## src/rne_pkg.sv

```systemverilog
// ----------------------------------------------------------------------------
// rne_pkg: shared types and constants of the residual norm engine
// Sizes of the stores, widths of the datapath and the codes of the command
// and configuration ports.
// ----------------------------------------------------------------------------
`default_nettype none

package rne_pkg;

  localparam int MAX_DIM = 16;
  localparam int IDX_W   = $clog2(MAX_DIM);
  localparam int CNT_W   = 5;
  localparam int AW      = $clog2(MAX_DIM * MAX_DIM);
  localparam int VAL_W   = 8;
  localparam int PROD_W  = 2 * VAL_W;

  // Largest row residual magnitude is MAX_DIM * 128 * 128 + 128.
  localparam int D_W     = $clog2(MAX_DIM * 16384 + 129) + 1;
  localparam int MAG_W   = D_W - 1;
  localparam int SQ_W    = 2 * MAG_W;
  localparam int ACC_W   = SQ_W + $clog2(MAX_DIM);
  localparam int FRAC_W  = 8;
  localparam int RAD_W   = ACC_W + 2 * FRAC_W;
  localparam int ROOT_W  = (RAD_W + 1) / 2;
  localparam int RW2     = 2 * ROOT_W;
  localparam int NORM_W  = 29;

  localparam logic [NORM_W-1:0] NORM_MAX  = '1;
  localparam logic [CNT_W-1:0]  DIM_RESET = CNT_W'(16);

  localparam logic CFG_ROWS = 1'b0;
  localparam logic CFG_COLS = 1'b1;

  typedef enum logic [1:0] {
    OP_WRITE_A = 2'd0,
    OP_WRITE_B = 2'd1,
    OP_WRITE_X = 2'd2,
    OP_NORM    = 2'd3
  } op_t;

  typedef enum logic [1:0] {
    ST_IDLE,
    ST_MAC,
    ST_DRAIN,
    ST_ROOT
  } st_t;

  // Bookkeeping that travels with each product through the MAC pipeline.
  typedef struct packed {
    logic             first;
    logic             last;
    logic             zero;
    logic [IDX_W-1:0] row;
  } tag_t;

endpackage

`default_nettype wire

```

## src/rne_ram.sv

```systemverilog
// ----------------------------------------------------------------------------
// rne_ram: generic single-clock RAM
// One write port and one read port with registered read data.
// ----------------------------------------------------------------------------
`default_nettype none

module rne_ram #(
  parameter int WIDTH = 8,
  parameter int DEPTH = 256
) (
  input  wire logic                     clk,
  input  wire logic                     we,
  input  wire logic [$clog2(DEPTH)-1:0] waddr,
  input  wire logic [WIDTH-1:0]         wdata,
  input  wire logic [$clog2(DEPTH)-1:0] raddr,
  output logic      [WIDTH-1:0]         rdata
);

  logic [WIDTH-1:0] mem [DEPTH];

  always_ff @(posedge clk) begin
    if (we) begin
      mem[waddr] <= wdata;
    end
    rdata <= mem[raddr];
  end

endmodule

`default_nettype wire

```

## src/rne_sqrt.sv

```systemverilog
// ----------------------------------------------------------------------------
// rne_sqrt: iterative integer square root
// Restoring square root that settles one result bit per clock cycle.
// ----------------------------------------------------------------------------
`default_nettype none

module rne_sqrt (
  input  wire logic                       clk,
  input  wire logic                       rst,
  input  wire logic                       go,
  input  wire logic [rne_pkg::RAD_W-1:0]  radicand,
  output logic                            done,
  output logic      [rne_pkg::ROOT_W-1:0] root
);

  import rne_pkg::*;

  logic           running;
  logic [RW2-1:0] rem;
  logic [RW2-1:0] res;
  logic [RW2-1:0] probe;
  logic [RW2-1:0] trial;
  logic           fits;

  assign trial = res + probe;
  assign fits  = rem >= trial;
  assign root  = res[ROOT_W-1:0];

  always_ff @(posedge clk) begin
    if (rst) begin
      running <= 1'b0;
      done    <= 1'b0;
    end else begin
      done <= 1'b0;
      if (go) begin
        running <= 1'b1;
      end else if (running && probe[0]) begin
        running <= 1'b0;
        done    <= 1'b1;
      end
    end
  end

  always_ff @(posedge clk) begin
    if (go) begin
      rem   <= RW2'(radicand);
      res   <= '0;
      probe <= RW2'(1) << (RW2 - 2);
    end else if (running) begin
      if (fits) begin
        rem <= rem - trial;
        res <= (res >> 1) + probe;
      end else begin
        res <= res >> 1;
      end
      probe <= probe >> 2;
    end
  end

endmodule

`default_nettype wire

```

## src/residual_norm_engine.sv

```systemverilog
// ----------------------------------------------------------------------------
// residual_norm_engine: Euclidean norm of the residual A*x - b
// Loads A, b and x one element per command word and computes the norm on
// request as unsigned fixed point with 8 fraction bits.
// ----------------------------------------------------------------------------
// A write word (op 0, 1 or 2) is taken without raising busy, so loads can
// stream at one word per clock while no compute is running. A compute word
// raises busy until the norm is ready, and skips the multiply-accumulate
// pipeline when no rows are in use. One matrix element per cycle (one per
// row when no columns are in use) passes through the single pipeline, which
// then drains. The 58-bit radicand then goes through the square-root unit,
// which settles one result bit per cycle and hands the root over. The result
// appears on norm_fixed with done high for exactly one cycle, the cycle in
// which busy falls; the receiver cannot stall it, and it must be taken then.
// ----------------------------------------------------------------------------
`default_nettype none

module residual_norm_engine (
  input  wire logic                       clk,
  input  wire logic                       rst,
  input  wire logic                       start,
  output logic                            busy,
  input  wire logic [1:0]                 op,
  input  wire logic [3:0]                 row_index,
  input  wire logic [3:0]                 col_index,
  input  wire logic signed [7:0]          value,
  input  wire logic                       cfg_write,
  input  wire logic                       cfg_index,
  input  wire logic [rne_pkg::CNT_W-1:0]  cfg_data,
  output logic                            done,
  output logic      [rne_pkg::NORM_W-1:0] norm_fixed
);

  import rne_pkg::*;

  st_t state, state_next;

  logic [CNT_W-1:0] num_rows;
  logic [CNT_W-1:0] num_cols;
  logic [CNT_W-1:0] rows_eff;
  logic [CNT_W-1:0] cols_eff;

  logic             accept;
  logic             compute_go;
  logic             issue;
  logic             sqrt_go;
  logic             pipe_empty;
  logic             last_col;
  logic             last_row;
  logic [IDX_W-1:0] row_cnt;
  logic [IDX_W-1:0] col_cnt;

  logic signed [VAL_W-1:0] b_store [MAX_DIM];
  logic signed [VAL_W-1:0] x_store [MAX_DIM];

  logic             a_we;
  logic [AW-1:0]    a_waddr;
  logic [AW-1:0]    a_raddr;
  logic [VAL_W-1:0] a_rdata;

  // Pipeline: s1 = RAM read, s2 = product, s3 = row residual, s4 = square.
  logic                     s1_valid, s2_valid, s3_valid, s4_valid;
  tag_t                     s1_tag, s2_tag;
  logic signed [VAL_W-1:0]  s1_x;
  logic signed [PROD_W-1:0] prod;
  logic signed [D_W-1:0]    resid;
  logic signed [D_W-1:0]    resid_base;
  logic signed [D_W-1:0]    resid_abs;
  logic [MAG_W-1:0]         resid_mag;
  logic [SQ_W-1:0]          square;
  logic [ACC_W-1:0]         acc;

  logic              root_done;
  logic [ROOT_W-1:0] root;

  assign accept     = start && !busy;
  assign compute_go = accept && (op_t'(op) == OP_NORM);

  always_comb begin
    rows_eff = (int'(num_rows) > MAX_DIM) ? CNT_W'(MAX_DIM) : num_rows;
    cols_eff = (int'(num_cols) > MAX_DIM) ? CNT_W'(MAX_DIM) : num_cols;
  end

  assign last_col   = (cols_eff == '0) || (CNT_W'(col_cnt) == cols_eff - CNT_W'(1));
  assign last_row   = CNT_W'(row_cnt) == rows_eff - CNT_W'(1);
  assign pipe_empty = !s1_valid && !s2_valid && !s3_valid && !s4_valid;

  // Configuration registers.
  always_ff @(posedge clk) begin
    if (rst) begin
      num_rows <= DIM_RESET;
      num_cols <= DIM_RESET;
    end else if (cfg_write) begin
      unique case (cfg_index)
        CFG_ROWS: num_rows <= cfg_data;
        CFG_COLS: num_cols <= cfg_data;
        default:  ;
      endcase
    end
  end

  // Sequencer.
  always_ff @(posedge clk) begin
    if (rst) begin
      state <= ST_IDLE;
    end else begin
      state <= state_next;
    end
  end

  always_comb begin
    state_next = state;
    unique case (state)
      ST_IDLE: begin
        if (compute_go) begin
          state_next = (rows_eff == '0) ? ST_DRAIN : ST_MAC;
        end
      end
      ST_MAC: begin
        if (last_col && last_row) begin
          state_next = ST_DRAIN;
        end
      end
      ST_DRAIN: begin
        if (pipe_empty) begin
          state_next = ST_ROOT;
        end
      end
      ST_ROOT: begin
        if (root_done) begin
          state_next = ST_IDLE;
        end
      end
      default: state_next = ST_IDLE;
    endcase
  end

  always_comb begin
    busy    = state != ST_IDLE;
    issue   = state == ST_MAC;
    sqrt_go = (state == ST_DRAIN) && pipe_empty;
  end

  always_ff @(posedge clk) begin
    if (compute_go) begin
      row_cnt <= '0;
      col_cnt <= '0;
    end else if (issue) begin
      if (last_col) begin
        col_cnt <= '0;
        row_cnt <= row_cnt + IDX_W'(1);
      end else begin
        col_cnt <= col_cnt + IDX_W'(1);
      end
    end
  end

  // Stores.
  assign a_we    = accept && (op_t'(op) == OP_WRITE_A) &&
                   (int'(row_index) < MAX_DIM) && (int'(col_index) < MAX_DIM);
  assign a_waddr = AW'(row_index) * AW'(MAX_DIM) + AW'(col_index);
  assign a_raddr = AW'(row_cnt) * AW'(MAX_DIM) + AW'(col_cnt);

  rne_ram #(
    .WIDTH (VAL_W),
    .DEPTH (MAX_DIM * MAX_DIM)
  ) u_matrix (
    .clk   (clk),
    .we    (a_we),
    .waddr (a_waddr),
    .wdata (value),
    .raddr (a_raddr),
    .rdata (a_rdata)
  );

  always_ff @(posedge clk) begin
    if (accept && (op_t'(op) == OP_WRITE_B) && (int'(row_index) < MAX_DIM)) begin
      b_store[IDX_W'(row_index)] <= value;
    end
    if (accept && (op_t'(op) == OP_WRITE_X) && (int'(col_index) < MAX_DIM)) begin
      x_store[IDX_W'(col_index)] <= value;
    end
  end

  // Multiply-accumulate pipeline, control.
  always_ff @(posedge clk) begin
    if (rst) begin
      s1_valid <= 1'b0;
      s2_valid <= 1'b0;
      s3_valid <= 1'b0;
      s4_valid <= 1'b0;
      acc      <= '0;
    end else begin
      s1_valid <= issue;
      s2_valid <= s1_valid;
      s3_valid <= s2_valid && s2_tag.last;
      s4_valid <= s3_valid;
      if (compute_go) begin
        acc <= '0;
      end else if (s4_valid) begin
        acc <= acc + ACC_W'(square);
      end
    end
  end

  // A row's residual starts from -b and collects one product per cycle.
  always_comb begin
    resid_base = s2_tag.first ? -D_W'(b_store[s2_tag.row]) : resid;
    resid_abs  = (resid < 0) ? -resid : resid;
    resid_mag  = resid_abs[MAG_W-1:0];
  end

  // Multiply-accumulate pipeline, data.
  always_ff @(posedge clk) begin
    s1_tag.first <= col_cnt == '0;
    s1_tag.last  <= last_col;
    s1_tag.zero  <= cols_eff == '0;
    s1_tag.row   <= row_cnt;
    s1_x         <= x_store[col_cnt];

    s2_tag <= s1_tag;
    if (s1_tag.zero) begin
      prod <= '0;
    end else begin
      prod <= $signed(a_rdata) * s1_x;
    end

    if (s2_valid) begin
      resid <= resid_base + D_W'(prod);
    end

    square <= resid_mag * resid_mag;
  end

  rne_sqrt u_sqrt (
    .clk      (clk),
    .rst      (rst),
    .go       (sqrt_go),
    .radicand ({acc, (2 * FRAC_W)'(0)}),
    .done     (root_done),
    .root     (root)
  );

  // Result word.
  always_ff @(posedge clk) begin
    if (rst) begin
      done <= 1'b0;
    end else begin
      done <= root_done;
    end
  end

  always_ff @(posedge clk) begin
    if (root_done) begin
      norm_fixed <= (root > ROOT_W'(NORM_MAX)) ? NORM_MAX : NORM_W'(root);
    end
  end

endmodule

`default_nettype wire
```

## config.mk

```make
export PLATFORM = sky130hd
export DESIGN_NAME = residual_norm_engine
export DESIGN_NICKNAME = d
export VERILOG_FILES = /design/src/rne_pkg.sv /design/src/rne_ram.sv /design/src/rne_sqrt.sv /design/src/residual_norm_engine.sv
export SDC_FILE = /design/constraint.sdc
export NUM_CORES = 2
export LEC_CHECK = 0
export ABC_AREA = 0
export ABC_CLOCK_PERIOD_IN_PS = 9800
export BUFFER_PORTS_ARGS = -buffer_cell sky130_fd_sc_hd__buf_4
export CAP_MARGIN = 0
export CORE_MARGIN = 2
export CORE_UTILIZATION = 40
export DETAILED_ROUTE_END_ITERATION = 12
export SYNTH_ARGS = -nofsm -noshare
export SYNTH_HDL_FRONTEND = slang
export SYNTH_SLANG_ARGS = --single-unit
```

## constraint.sdc

```tcl
create_clock -name clk -period 9.8 [get_ports clk]
set_clock_uncertainty 0.05 [all_clocks]
set_input_delay 1.96 -clock clk [delete_from_list [all_inputs] [get_ports clk]]
set_output_delay 1.96 -clock clk [all_outputs]
set_load 0.03 [all_outputs]
```

==> results.yml <==
clock_tree:
  cts_root_buffer: "clkbuf_16"
  cts_htree_levels: 5
  cts_resized: 0
  cts_tree: "yes"
  holdBufCountCts: 0
  clk_pin_slew_worst_paths_ns: 0.07
  cts_sinks: 2649
  cts_made_buffers: 285
  postCtsSetupBuffers: 0
  clk_latency_ns: 0.90
  clockBufferDepth: 4
drt:
  wl_per_cell_um: 25.16
  drt_pass1_iterations: 6
  drt-vias-per-instance: 5.529
  drc: 0
  drtIter0Drc: 5802
  ant_nets: 0
  routed_wl_mm: 303.6
  vias: 66719
setup_path:
  cpMostUsedCell: "fa_1"
  crit_path_start_kind: "register"
  critical_path.max_stage_delay_ns: 0.52
  slowest_stage: "fa_1"
  cp_num_buf_inv: 6
  crit_type: "register to register"
  worstPathArrival_ns: 9.53
  required_ns: 10.51
  cp-end-kind: "register"
  critPathTopFamily: "adder cells"
  crit_fanout: 14
sta:
  worstMarginPinSlew_ns: 1.339
  fmax_mhz: 113.3
  setup-violations-final: 0
  maxSlewViolCount: 0
  hold_violations: 0
  grt_setup_unrepaired: "false"
  fin_crit_sh_pct: 90.06
  min_period_ns: 8.826
  slew_headroom_pct: 10.09
  fin_setup_tns_ns: 0
logic_synthesis:
  synthArstFlopShare_pct: 0
  syn_avg_cell_area_um2: 16.08
  ys_types: 90
  synth-edff-count: 2395
  ys_seq_area_share_pct: 62.44
  synthFlopType: "edfxtp_1"
  ys_ff_latch: 2649
  syn_inst: 7670
  syn_area_um2: 123300
  yosys_warnings: 0
  synth_nets: 8346
outcome:
  status: "complete, no violations"
floorplanning:
  pin_count: 59
  die_x_um: 559.3
  die_area_um2: 312800
  fp.dieH_um: 559.3
  core_area_um2: 306300
  start_util_pct: 40.26
  row_count: 203
run:
  cap_violations: 0
layout:
  finalInstanceArea_um2: 137800
  syn_to_final_growth_pct: 11.73
  seq_area_um2: 77030
  multi_input_area_um2: 42930
  final_cell_mix: "edfxtp_1 (2,395), mux4_2 (748), nor2_1 (667)"
  drive_above_1_share_pct: 17.74
  nNetsFinal: 8402
  layout_commonest_cell: "edfxtp_1"
  fill_cells: 26591
place:
  hpwlAfterDp_mm: 190.1
  port_buffers: 58
  dpl-instance-area_um2: 128300
  place.gp.congestion: 0.8514
hold_path:
  min_path_type: "register to register"
global_routing:
  grt_max_degree: 171
  grtUsageTotal_pct: 19.18
  grt_pass1_vias: 68891
  gr-total-overflow: 0
  antenna_found_initial: 11
  grt_pass1_wl_mm: 453.4
==> cell type report <==
cell class	instances	share of cell area, %
diodes	9	0.01634
clock buffers	349	5.502
clock inverters	171	1.354
inverters	507	1.381
multi-input cells	4132	31.15
flip-flops and latches	2649	55.90
well taps	4100	3.723
repair buffers	151	0.9662
==> path summary, 6_finish.rpt <==
kind                                    to  startpoint  cells past startpoint  slack [ns]
worst max register to register  square[36]    resid[1]                     33        0.97
worst max-delay path            square[36]    resid[1]                     33        0.97
worst min register to register    register   s1_tag[2]                      0        0.26
worst min-delay path              register   s1_tag[2]                      0        0.26
==> cells in the mapped netlist, drive strengths merged, types with 8 or more instances <==
cell	n	area (um^2)
nand4	44	275.3
a211oi	21	157.7
ha	339	4242
or3	20	130.1
a31oi	53	331.6
a31o	15	131.4
nand2	389	1460
dfxtp	254	5085
o21ai	243	1227
o21bai	41	307.8
o31a	8	70.07
nand2b	50	312.8
xnor2	177	1565
a22o	9	78.83
edfxtp	2395	71920
nor2b	47	294.0
nor3	61	315.3
mux2i	70	700.7
fa	309	6186
nand3	55	280.3
a21oi	262	1311
inv	501	1881
buf	109	561.8
and3	25	156.4
xor2	118	1033
o31ai	14	105.1
clkbuf	273	1026
mux2	14	157.6
o22ai	9	56.30
nor2	668	2510
and2	59	369.1
o21a	28	210.2
a21o	105	788.3
mux4	754	17000
o211ai	16	120.1
or2	9	56.30
==> flip-flops by register name, summed over array words and instances (netlist names), 29 cells and up, named ones only <==
| name | cells |
|---|---|
| norm_fixed | 29 |
| u_sqrt.rem | 58 |
| b_store | 128 |
| square | 37 |
| x_store | 128 |
| acc | 42 |
| u_sqrt.probe | 29 |
| u_matrix.mem | 2048 |
| u_sqrt.res | 58 |
==> stage by stage <==
| stage | worst slack (ns) | hold slack [ns] | cells | util (%) |
|---|---|---|---|---|
| after floorplan | 1.602 | 0.2596 | 7670 | - |
| after global placement | 1.032 | 0.2604 | 11539 | 41.89 |
| after detailed placement | 0.9327 | 0.2620 | 11539 | 41.89 |
| after CTS | 0.9186 | 0.2558 | 12059 | 44.98 |
| after global routing | 0.3350 | 0.2742 | 12061 | 44.98 |
| final | 0.9741 | 0.2619 | 12068 | 44.98 |
==> routing by layer <==
metal | share of wire [%] | vias to the layer above | global-route usage (%) | wire [um]
met5 | 0.0040 | - | 0 | 12
met4 | 2.9 | 2 | 5.598 | 8824
met1 | 42 | 35083 | 25.44 | 126200
met3 | 5.5 | 465 | 2.808 | 16560
met2 | 50 | 1863 | 32.72 | 152000
li1 | - | 29306 | - | -
==> logic make-up after synthesis <==
kind of cell             count (synthesis)  share of synthesized area, %
AO/OA/AOI/OAI                          892                         4.482
AND/OR/NAND/NOR                       1459                         5.199
buffers and inverters                  889                         2.831
adder cells (fa/ha/maj)                648                         8.456
multiplexers                           838                         14.48
XOR/XNOR                               295                         2.107
flip-flops                            2649                         62.44
Power is left out: the tool's default activity adds up to more than one toggle a clock period on the data nets, which glitch-free logic cannot reach.
